## config.mk

```make
export PLATFORM = sky130hd
export DESIGN_NAME = crc16_framed_packet_parser_flat
export DESIGN_NICKNAME = d
export VERILOG_FILES = /design/src/hdl/cfpp_pkg.sv /design/src/hdl/cfpp_if.sv /design/src/hdl/crc16_framed_packet_parser.sv /design/src/hdl/cfpp_front.sv /design/src/hdl/cfpp_back.sv /design/src/flat_wrapper.sv
export SDC_FILE = /design/constraint.sdc
export NUM_CORES = 1
export LEC_CHECK = 0
export BUFFER_PORTS_ARGS = -buffer_cell sky130_fd_sc_hd__buf_2
export CAP_MARGIN = 20
export CORE_ASPECT_RATIO = 2
export CORE_MARGIN = 1.5
export CORE_UTILIZATION = 53
export DETAILED_ROUTE_END_ITERATION = 8
export PLACE_DENSITY = 0.75
export SYNTH_ARGS = -nofsm -noshare
export SYNTH_HDL_FRONTEND = slang
export SYNTH_SLANG_ARGS = --single-unit
```

## constraint.sdc

```tcl
create_clock -name clk_i -period 2.57 [get_ports clk_i]
set_input_delay 0.514 -clock clk_i [delete_from_list [all_inputs] [get_ports clk_i]]
set_output_delay 0.514 -clock clk_i [all_outputs]
set_load 0.05 [all_outputs]
```

## src/hdl/cfpp_pkg.sv

```systemverilog
`timescale 1ns / 1ps
// ----------------------------------------------------------------------------
// cfpp_pkg: shared types and constants of the CRC-16 framed packet parser
// Parse phases, queue entry and result record, and the CRC byte update.
// ----------------------------------------------------------------------------
package cfpp_pkg;

  localparam logic [15:0] CRC_INIT     = 16'hFFFF;
  localparam logic [15:0] CRC_POLY     = 16'h1021;
  localparam logic [7:0]  HEADER_RESET = 8'h55;

  // Front-to-back queue: two entries, so pointers wrap on their own.
  localparam int unsigned QDEPTH = 2;
  localparam int unsigned QPTR_W = 1;
  localparam int unsigned QCNT_W = 2;

  typedef enum logic [2:0] {
    PH_HUNT  = 3'd0,
    PH_ID    = 3'd1,
    PH_LEN   = 3'd2,
    PH_DATA  = 3'd3,
    PH_CRCLO = 3'd4,
    PH_CRCHI = 3'd5
  } phase_e;

  // Classified byte as it waits in the queue
  typedef struct packed {
    logic [7:0] data;
    logic       is_hdr;
  } item_t;

  // One result record
  typedef struct packed {
    logic       payload_valid;
    logic [7:0] payload_byte;
    logic [7:0] payload_index;
    logic       frame_done;
    logic       frame_good;
    logic [7:0] frame_id;
    logic [7:0] frame_length;
  } res_t;

  // CRC-16/CCITT-FALSE, MSB first, one byte
  function automatic logic [15:0] crc16_byte(logic [15:0] crc, logic [7:0] b);
    logic [15:0] c;
    c = crc ^ {b, 8'h00};
    for (int i = 0; i < 8; i++) begin
      c = c[15] ? ({c[14:0], 1'b0} ^ CRC_POLY) : {c[14:0], 1'b0};
    end
    return c;
  endfunction

endpackage

```

## src/hdl/cfpp_if.sv

```systemverilog
`timescale 1ns / 1ps
// ----------------------------------------------------------------------------
// cfpp_if: channel interfaces of the packet parser
// Received byte, result and configuration write channels.
// ----------------------------------------------------------------------------
interface cfpp_rx_if;
  logic       valid;
  logic       ready;
  logic [7:0] rx_byte;

  modport source (output valid, output rx_byte, input ready);
  modport sink   (input valid, input rx_byte, output ready);
endinterface

interface cfpp_res_if;
  logic       valid;
  logic       ready;
  logic       payload_valid;
  logic [7:0] payload_byte;
  logic [7:0] payload_index;
  logic       frame_done;
  logic       frame_good;
  logic [7:0] frame_id;
  logic [7:0] frame_length;

  modport source (output valid, output payload_valid, output payload_byte,
                  output payload_index, output frame_done, output frame_good,
                  output frame_id, output frame_length, input ready);
  modport sink   (input valid, input payload_valid, input payload_byte,
                  input payload_index, input frame_done, input frame_good,
                  input frame_id, input frame_length, output ready);
endinterface

interface cfpp_cfg_if;
  logic       valid;
  logic       ready;
  logic [7:0] data;

  modport source (output valid, output data, input ready);
  modport sink   (input valid, input data, output ready);
endinterface

```

## src/hdl/crc16_framed_packet_parser.sv

```systemverilog
`timescale 1ns / 1ps
// ----------------------------------------------------------------------------
// crc16_framed_packet_parser: byte-serial frame parser with CRC-16 check
// Header, id, length, payload and a low-first CRC-16/CCITT-FALSE trailer.
// ----------------------------------------------------------------------------
// Usage
//   rx_i  : one received byte per transaction (valid/ready).
//   res_o : exactly one result transaction per byte, in order. Payload
//           bytes come out with their index; the CRC high byte raises
//           frame_done with frame_good; frame_id/frame_length track the
//           last id and length taken.
//   cfg_i : header byte register (reset 0x55), always ready. Write it only
//           while the parser is idle; a frame already started keeps the
//           header that opened it.
// Timing
//   One byte per cycle sustained while res_o is ready. An rx byte passes
//   through the two-entry intake queue, then the result register loaded
//   by the phase machine and byte-wide CRC update.
// Reset
//   Asynchronous, active low: hunting for a header, queue empty, no result
//   pending. No clearing pass.
// Back-pressure
//   A stalled res_o holds its result; the queue absorbs up to two more
//   bytes before rx_i.ready drops.
// ----------------------------------------------------------------------------
module crc16_framed_packet_parser (
  input  logic       clk_i,
  input  logic       rst_ni,
  cfpp_cfg_if.sink   cfg_i,
  cfpp_rx_if.sink    rx_i,
  cfpp_res_if.source res_o
);

  // queue head between intake and phase machine
  logic            q_valid;
  logic            q_ready;
  cfpp_pkg::item_t q_item;

  cfpp_front u_front (
    .clk_i     (clk_i),
    .rst_ni    (rst_ni),
    .cfg_i     (cfg_i),
    .rx_i      (rx_i),
    .q_valid_o (q_valid),
    .q_item_o  (q_item),
    .q_ready_i (q_ready)
  );

  cfpp_back u_back (
    .clk_i     (clk_i),
    .rst_ni    (rst_ni),
    .q_valid_i (q_valid),
    .q_item_i  (q_item),
    .q_ready_o (q_ready),
    .res_o     (res_o)
  );

  // A full queue always has a byte waiting for the back end
  a_full_has_head: assert property (@(posedge clk_i) disable iff (!rst_ni)
    !rx_i.ready |-> q_valid)
    else $error("queue full but head not valid");

  // A stalled result must stop the back end from taking another byte
  a_stall_blocks_pop: assert property (@(posedge clk_i) disable iff (!rst_ni)
    (res_o.valid && !res_o.ready) |-> !q_ready)
    else $error("back end popped while result stalled");

  // A byte is either payload or frame end, never both; good only with done
  a_result_kind: assert property (@(posedge clk_i) disable iff (!rst_ni)
    res_o.valid |-> (!(res_o.payload_valid && res_o.frame_done) &&
                     !(res_o.frame_good && !res_o.frame_done)))
    else $error("inconsistent result flags");

endmodule

```

## src/hdl/cfpp_front.sv

```systemverilog
`timescale 1ns / 1ps
// ----------------------------------------------------------------------------
// cfpp_front: byte intake and classification
// Holds the header register, tags each byte against it and queues it.
// ----------------------------------------------------------------------------
module cfpp_front (
  input  logic            clk_i,
  input  logic            rst_ni,
  cfpp_cfg_if.sink        cfg_i,
  cfpp_rx_if.sink         rx_i,
  output logic            q_valid_o,
  output cfpp_pkg::item_t q_item_o,
  input  logic            q_ready_i
);

  logic [7:0]                    header_q;
  cfpp_pkg::item_t               mem_q [cfpp_pkg::QDEPTH];
  logic [cfpp_pkg::QPTR_W-1:0]   wr_ptr_q, rd_ptr_q;
  logic [cfpp_pkg::QCNT_W-1:0]   cnt_q, cnt_d;
  logic                          push, pop;
  cfpp_pkg::item_t               push_item;

  assign cfg_i.ready = 1'b1;

  always_ff @(posedge clk_i or negedge rst_ni) begin
    if (!rst_ni) begin
      header_q <= cfpp_pkg::HEADER_RESET;
    end else if (cfg_i.valid) begin
      header_q <= cfg_i.data;
    end
  end

  assign rx_i.ready = (cnt_q != cfpp_pkg::QCNT_W'(cfpp_pkg::QDEPTH));
  assign push       = rx_i.valid && rx_i.ready;
  assign q_valid_o  = (cnt_q != '0);
  assign pop        = q_valid_o && q_ready_i;
  assign q_item_o   = mem_q[rd_ptr_q];

  always_comb begin
    push_item.data   = rx_i.rx_byte;
    push_item.is_hdr = (rx_i.rx_byte == header_q);
  end

  always_comb begin
    cnt_d = cnt_q;
    unique case ({push, pop})
      2'b10:   cnt_d = cnt_q + 1'b1;
      2'b01:   cnt_d = cnt_q - 1'b1;
      default: cnt_d = cnt_q;
    endcase
  end

  always_ff @(posedge clk_i or negedge rst_ni) begin
    if (!rst_ni) begin
      wr_ptr_q <= '0;
      rd_ptr_q <= '0;
      cnt_q    <= '0;
    end else begin
      cnt_q <= cnt_d;
      if (push) wr_ptr_q <= wr_ptr_q + 1'b1;
      if (pop)  rd_ptr_q <= rd_ptr_q + 1'b1;
    end
  end

  always_ff @(posedge clk_i) begin
    if (push) begin
      mem_q[wr_ptr_q] <= push_item;
    end
  end

endmodule

```

## src/hdl/cfpp_back.sv

```systemverilog
`timescale 1ns / 1ps
// ----------------------------------------------------------------------------
// cfpp_back: frame state machine and running CRC
// Takes one queued byte per cycle while res_o is not stalled and loads the result register.
// ----------------------------------------------------------------------------
module cfpp_back (
  input  logic            clk_i,
  input  logic            rst_ni,
  input  logic            q_valid_i,
  input  cfpp_pkg::item_t q_item_i,
  output logic            q_ready_o,
  cfpp_res_if.source      res_o
);

  cfpp_pkg::phase_e phase_q, phase_d;
  logic [15:0]      crc_q, crc_d;
  logic [7:0]       cnt_q, cnt_d;
  logic [7:0]       len_q, len_d;
  logic [7:0]       id_q, id_d;
  logic [7:0]       lo_q, lo_d;
  logic             res_valid_q;
  cfpp_pkg::res_t   res_q, res_d;
  logic             fire;
  logic             last_data;
  logic [7:0]       b;

  assign q_ready_o = !res_valid_q || res_o.ready;
  assign fire      = q_valid_i && q_ready_o;
  assign b         = q_item_i.data;
  assign last_data = ({1'b0, cnt_q} + 9'd1) >= {1'b0, len_q};

  // next phase
  always_comb begin
    phase_d = phase_q;
    unique case (phase_q)
      cfpp_pkg::PH_ID:    phase_d = cfpp_pkg::PH_LEN;
      cfpp_pkg::PH_LEN:   phase_d = (b == 8'd0) ? cfpp_pkg::PH_CRCLO : cfpp_pkg::PH_DATA;
      cfpp_pkg::PH_DATA:  phase_d = last_data ? cfpp_pkg::PH_CRCLO : cfpp_pkg::PH_DATA;
      cfpp_pkg::PH_CRCLO: phase_d = cfpp_pkg::PH_CRCHI;
      cfpp_pkg::PH_CRCHI: phase_d = cfpp_pkg::PH_HUNT;
      default:            phase_d = q_item_i.is_hdr ? cfpp_pkg::PH_ID : cfpp_pkg::PH_HUNT;
    endcase
  end

  // datapath and result
  always_comb begin
    crc_d = crc_q;
    cnt_d = cnt_q;
    len_d = len_q;
    id_d  = id_q;
    lo_d  = lo_q;
    res_d = '0;
    unique case (phase_q)
      cfpp_pkg::PH_ID: begin
        id_d  = b;
        crc_d = cfpp_pkg::crc16_byte(crc_q, b);
      end
      cfpp_pkg::PH_LEN: begin
        len_d = b;
        crc_d = cfpp_pkg::crc16_byte(crc_q, b);
        cnt_d = '0;
      end
      cfpp_pkg::PH_DATA: begin
        crc_d               = cfpp_pkg::crc16_byte(crc_q, b);
        res_d.payload_valid = 1'b1;
        res_d.payload_byte  = b;
        res_d.payload_index = cnt_q;
        cnt_d               = last_data ? 8'd0 : cnt_q + 8'd1;
      end
      cfpp_pkg::PH_CRCLO: begin
        lo_d = b;
      end
      cfpp_pkg::PH_CRCHI: begin
        res_d.frame_done = 1'b1;
        res_d.frame_good = ({b, lo_q} == crc_q);
      end
      default: begin
        if (q_item_i.is_hdr) begin
          crc_d = cfpp_pkg::crc16_byte(cfpp_pkg::CRC_INIT, b);
        end
      end
    endcase
    res_d.frame_id     = id_d;
    res_d.frame_length = len_d;
  end

  always_ff @(posedge clk_i or negedge rst_ni) begin
    if (!rst_ni) begin
      phase_q     <= cfpp_pkg::PH_HUNT;
      crc_q       <= cfpp_pkg::CRC_INIT;
      cnt_q       <= '0;
      len_q       <= '0;
      id_q        <= '0;
      lo_q        <= '0;
      res_valid_q <= 1'b0;
    end else begin
      if (q_ready_o) res_valid_q <= q_valid_i;
      if (fire) begin
        phase_q <= phase_d;
        crc_q   <= crc_d;
        cnt_q   <= cnt_d;
        len_q   <= len_d;
        id_q    <= id_d;
        lo_q    <= lo_d;
      end
    end
  end

  always_ff @(posedge clk_i) begin
    if (fire) res_q <= res_d;
  end

  assign res_o.valid         = res_valid_q;
  assign res_o.payload_valid = res_q.payload_valid;
  assign res_o.payload_byte  = res_q.payload_byte;
  assign res_o.payload_index = res_q.payload_index;
  assign res_o.frame_done    = res_q.frame_done;
  assign res_o.frame_good    = res_q.frame_good;
  assign res_o.frame_id      = res_q.frame_id;
  assign res_o.frame_length  = res_q.frame_length;

endmodule
```

## src/flat_wrapper.sv

```systemverilog
// flat-port wrapper written by rule: the top's interface ports become plain ports
module crc16_framed_packet_parser_flat 
  (clk_i, rst_ni, cfg_i_valid, cfg_i_data, cfg_i_ready, rx_i_valid, rx_i_rx_byte, rx_i_ready, res_o_valid, res_o_payload_valid, res_o_payload_byte, res_o_payload_index, res_o_frame_done, res_o_frame_good, res_o_frame_id, res_o_frame_length, res_o_ready);
  cfpp_cfg_if cfg_i_i ();
  cfpp_rx_if rx_i_i ();
  cfpp_res_if res_o_i ();
  input  logic clk_i;
  input  logic rst_ni;
  input wire logic [$bits(cfg_i_i.valid)-1:0] cfg_i_valid;
  input wire logic [$bits(cfg_i_i.data)-1:0] cfg_i_data;
  output wire logic [$bits(cfg_i_i.ready)-1:0] cfg_i_ready;
  input wire logic [$bits(rx_i_i.valid)-1:0] rx_i_valid;
  input wire logic [$bits(rx_i_i.rx_byte)-1:0] rx_i_rx_byte;
  output wire logic [$bits(rx_i_i.ready)-1:0] rx_i_ready;
  output wire logic [$bits(res_o_i.valid)-1:0] res_o_valid;
  output wire logic [$bits(res_o_i.payload_valid)-1:0] res_o_payload_valid;
  output wire logic [$bits(res_o_i.payload_byte)-1:0] res_o_payload_byte;
  output wire logic [$bits(res_o_i.payload_index)-1:0] res_o_payload_index;
  output wire logic [$bits(res_o_i.frame_done)-1:0] res_o_frame_done;
  output wire logic [$bits(res_o_i.frame_good)-1:0] res_o_frame_good;
  output wire logic [$bits(res_o_i.frame_id)-1:0] res_o_frame_id;
  output wire logic [$bits(res_o_i.frame_length)-1:0] res_o_frame_length;
  input wire logic [$bits(res_o_i.ready)-1:0] res_o_ready;
  assign cfg_i_i.valid = cfg_i_valid;
  assign cfg_i_i.data = cfg_i_data;
  assign cfg_i_ready = cfg_i_i.ready;
  assign rx_i_i.valid = rx_i_valid;
  assign rx_i_i.rx_byte = rx_i_rx_byte;
  assign rx_i_ready = rx_i_i.ready;
  assign res_o_valid = res_o_i.valid;
  assign res_o_payload_valid = res_o_i.payload_valid;
  assign res_o_payload_byte = res_o_i.payload_byte;
  assign res_o_payload_index = res_o_i.payload_index;
  assign res_o_frame_done = res_o_i.frame_done;
  assign res_o_frame_good = res_o_i.frame_good;
  assign res_o_frame_id = res_o_i.frame_id;
  assign res_o_frame_length = res_o_i.frame_length;
  assign res_o_i.ready = res_o_ready;
  crc16_framed_packet_parser u_core (.clk_i(clk_i), .rst_ni(rst_ni), .cfg_i(cfg_i_i), .rx_i(rx_i_i), .res_o(res_o_i));
endmodule
```

==> results.md <==
| Group | Item | Reported |
|---|---|---|
| pwr | Total power consumption of the routed design | 10.7 mW |
| detailed routing | DRC marker count from the first detailed-route iteration | 193 |
| placement | Post-detailed-placement half-perimeter wirelength | 9.68 mm |
| layout | Total inserted antenna cells | 0 |
| setup path | Setup crit end kind | register |
| floorplan | Boundary Pins | 59 |
| floorplan | Height of the chip | 151 microns |
| pwr | Comb pwr share | 45.2% |
| placement | Port Buffers | 57 |
| floorplan | Count of standard-cell rows | 53 |
| layout | Register area | 0.00322 sq mm |
| setup path | Reg2Reg Setup Slack | 0.06 ns |
| placement | Cell total after placement | 706 |
| pwr | Worst IR drop on VDD | 0.000925 V |
| layout | Largest Register | u_core.u_front.mem_q |
| synth | Synthesized cell area | 0.00580 sq mm |
| detailed routing | Residual antenna-violating net count after detailed routing | 0 |
| setup path | Data arrival at the endpoint of the critical path | 2.82 ns |
| timing | Minimum hold slack | 0.110 ns |
| placement | Placement-stage worst setup slack | -0.202 ns |
| setup path | Number of cells on the worst reg-to-reg path | 11 |
| clock network | CTS max path bufs | 2 |
| synth | Ranking of synthesized cells by instance count | edfxtp_1 (53), nand2_1 (51), nor2_1 (46), dfrtp_1 (44), xnor2_1 (44) |
| detailed routing | Routed via count | 4,150 |
| layout | Area of all placed cells without fillers | 0.00707 sq mm |
| pwr | Share of total power consumed by net switching | 41.7% |
| layout | Area growth syn-to-layout | 21.9% |
| floorplan | Die ar. | 0.0116 sq mm |
| detailed routing | Final wirelength | 13.2 mm |
| clock network | Number of buffers added to fix hold violations after cts | 0 |
| layout | Area used by multi-input combinational logic | 0.00246 sq mm |
| flow run | Maxcap violations | 0 |
| outcome | Outcome | finished, final reports clean |
| synth | Distinct cells, synth | 56 |
| synth | Average size of a mapped cell | 11.5 sq um |
| layout | Final std cells w/o fill | 743 |
| setup path | Sequence of cells on the critical path | and2_4 > nand4_1 > nor2_1 > xor2_1 > ha_1 > and3_4 > a221oi_2 > o31a_1 > buf_4 > a21oi_2 > o21a_1 |
| hold path | Type of the most critical hold path | in -> async |
| clock network | CTS tree | built |
| layout | Filler instances | 834 |
| synth | Area share of the largest cell type after synthesis | 27.4% |
| synth | Most instantiated library cell after synthesis | edfxtp_1 |
| timing | Number of hold-slack violations in the final timing report | 0 |
| synth | Library cell occupying the most area in the post-synthesis netlist | edfxtp_1 |
| global routing | Maximum number of pins on one net before global-route repair | 41 |
| timing | Final clock period utilization by the worst path | 97.8% |
| detailed routing | DR DRC count | 0 |
| floorplan | Core area | 0.0106 sq mm |
| timing | Final critical-path required period | 2.51 ns |
| global routing | Via count of the first global-routing pass | 4,421 |
| synth | Post-synth net total | 536 |
| synth | EDFF count, synth | 53 |
| layout | Number of nets in the layout | 626 |
| synth | Largest cells by area after synthesis | edfxtp_1 (27%), dfrtp_1 (19%), dfstp_2 (9.1%) |
| setup path | Slowest cell delay on critical path | 0.37 ns |
| global routing | Antenna violations before repair | 0 |
| setup path | Setup Crit Path Kind | reg -> reg |
| timing | Worst-case setup margin in the final layout | 0.0559 ns |
| clock network | Clock latency on the worst-skew pair | 0.41 ns |
| timing | Tightest Pin Transition | 0.730 ns |
| pwr | Power share of the clock group | 22.0% |
| detailed routing | Total iterations of the first detailed-routing run | 5 |
| detailed routing | Via density | 5.59 |
| placement | Cell Area, Placed | 0.00639 sq mm |
| timing | Setup-failing EPs final | 0 |
| global routing | Global Route Usage Sum | 24.7% |
| synth | Top_reg_cell synth | edfxtp_1 |
| pwr | PD cells | 1520 mW/mm^2 |
| timing | RSZ-0062 raised after global routing | yes |
| clock network | Cell chosen for the clock root | clkbuf_16 |
| timing | Final Max Slew Viols | 0 |
| setup path | Crit Reg-Reg Startpoint | u_core.u_back.cnt_q[3] |
| layout | Regs by FF count | u_core.u_front.mem_q x18, u_core.u_back.crc_q x16 |
| detailed routing | Routed wire per std cell | 17.7 microns |
| layout | Flip-flop count of the largest register, all copies and words added | 18 |
| floorplan | Starting density of the core | 54.7% |
| pwr | Switching power | 4.47 mW |
| floorplan | Die outline width | 77.0 microns |
| global routing | Global-route wire length before repair | 21.4 mm |
| synth | Async S/R FF share, synth | 54.7% |
| clock network | Total number of H-tree levels | 4 |
| synth | Yosys warning total | 0 |
| synth | Post-Syn Instances | 503 |
| setup path | Worst r2r dst | u_core.u_back.phase_q[2] |
| clock network | Clock Sink Count | 117 |
| timing | Max Fclk | 398 MHz |
| synth | Register area share after synthesis | 55.5% |
| global routing | Grt total ovfl | 0 |
| layout | Fraction of layout cells with a size suffix above 1 | 31.2% |
| setup path | Crit-path slowest cell | dfrtp_1 |
| timing | Worst Clk Skew | 0.00730 ns |
| clock network | Register clock-pin slew on the reported worst setup and hold paths | 0.06 ns |
| clock network | Number of buffers created by CTS | 17 |
| setup path | Required arrival time at the worst endpoint | 2.87 ns |
| pwr | Sequential share of power | 32.9% |
| setup path | CP Launch Type | register |
| setup path | Critical-path maximum fanout | 4 |
| timing | Headroom to the max-slew limit | 51.1% |
| placement | Weighted congestion reported at the end of routability-driven placement | 0.891 |
| setup path | Dominant delay contributor by cell family on the critical path | compound AO/OA/AOI/OAI gates |
| synth | Number of synthesized register bits | 117 |
| pwr | Cell internal power dissipation | 6.26 mW |
| setup path | CP Buf/Inv Count | 1 |
| pwr | Leakage power total | 2.96 nW |
==> worst register-to-register path, cell delays in order, from the launching register on <==
cell	delay, ns
dfrtp_1	0.37
and2_4	0.16
nand4_1	0.13
nor2_1	0.17
xor2_1	0.20
ha_1	0.27
and3_4	0.18
a221oi_2	0.25
o31a_1	0.30
buf_4	0.16
a21oi_2	0.05
o21a_1	0.16
==> what timing repair did <==
action,CTS,global route
setup buffers,4,2
resized for setup,5,9
pin swaps,4,3
setup endpoints to repair,7,11
==> worst max path at each step <==
stage                                          from                  endpoint  slack, ns  cells after the start
after global placement       u_core.u_back.cnt_q[3]  u_core.u_back.phase_q[1]       0.02                     10
after detailed placement     u_core.u_back.cnt_q[3]  u_core.u_back.phase_q[1]      -0.20                     10
after floorplan           u_core.u_back.res_o.valid   u_core.u_front.cnt_q[1]       0.06                      8
final                        u_core.u_back.cnt_q[3]  u_core.u_back.phase_q[2]       0.06                     11
after CTS                    u_core.u_back.cnt_q[3]  u_core.u_back.phase_q[1]      0.008                     10
after global routing         u_core.u_back.cnt_q[3]  u_core.u_back.phase_q[2]      -0.03                     11
==> cell usage in the layout (no fill, tap or decap), types with 2 or more instances in the layout <==
cell | synthesis | layout
a211o_1 | 3 | 3
a211oi_1 | 2 | 2
a21o_1 | 2 | 2
a21oi_1 | 21 | 20
a2bb2oi_1 | 2 | 2
a31oi_1 | 4 | 4
and2_1 | 7 | 6
and3_1 | 3 | 2
buf_2 | 4 | 57
buf_4 | 1 | 35
bufinv_16 | 0 | 3
clkbuf_16 | 0 | 17
clkinv_2 | 0 | 4
clkinvlp_4 | 0 | 4
dfrtp_1 | 44 | 44
dfstp_2 | 20 | 20
edfxtp_1 | 53 | 53
ha_1 | 12 | 12
inv_1 | 16 | 15
mux2_2 | 24 | 24
mux2i_1 | 6 | 6
mux2i_4 | 4 | 4
nand2_1 | 51 | 50
nand2b_1 | 2 | 2
nand3_1 | 11 | 11
nand4_1 | 8 | 8
nor2_1 | 46 | 46
nor2b_1 | 4 | 4
nor3_1 | 2 | 2
nor3b_1 | 2 | 2
nor4_1 | 4 | 4
o211ai_1 | 2 | 2
o21ai_0 | 26 | 23
o21ai_1 | 2 | 5
o22ai_1 | 3 | 3
o311ai_0 | 3 | 2
xnor2_1 | 44 | 42
xnor2_2 | 0 | 2
xor2_1 | 31 | 31
==> cells by family (layout without fill, tap and decap cells) <==
| group | count (synthesis) | after routing | share of synthesized area [%] |
|---|---|---|---|
| adder cells (fa/ha/maj) | 12 | 12 | 2.59 |
| AO/OA/AOI/OAI | 80 | 80 | 8.48 |
| XOR/XNOR | 75 | 75 | 11.3 |
| flip-flops | 117 | 117 | 55.5 |
| other | 1 | 1 | 0.0646 |
| multiplexers | 35 | 35 | 7.48 |
| buffers and inverters | 38 | 141 | 3.04 |
| AND/OR/NAND/NOR | 145 | 145 | 11.5 |
==> layout make-up <==
class,instances,area share [%]
timing repair buffer,93,8.04
clock inverter,14,2.28
inverter,16,0.850
tap,137,2.42
multi-input combinational,348,34.8
sequential,117,45.5
clock buffer,18,6.07
==> routing by layer <==
layer	wire, microns	track usage (%)	up-vias
li1	-	-	1939
met1	4360	22.6	2033
met2	7500	46.9	129
met3	527	5.66	49
met4	798	17.3	0
met5	0	0	-
==> through the flow <==
stage               setup TNS, ns  utilization, %
floorplan                       0               -
global route              -0.0453            66.6
global placement                0            60.2
finish                          0            66.6
detailed placement         -0.408            60.2
CTS                             0            66.2
==> power by group through the flow <==
stage | clock (mW) | combinational (mW) | sequential [mW]
after floorplan | 0 | 2.86 | 4.17
after global placement | 0 | 4.60 | 3.50
after detailed placement | 0 | 4.74 | 3.54
after CTS | 2.38 | 4.82 | 3.52
after global routing | 2.46 | 5.26 | 3.61
final | 2.35 | 4.84 | 3.53
(Power assumes the default switching activity.)
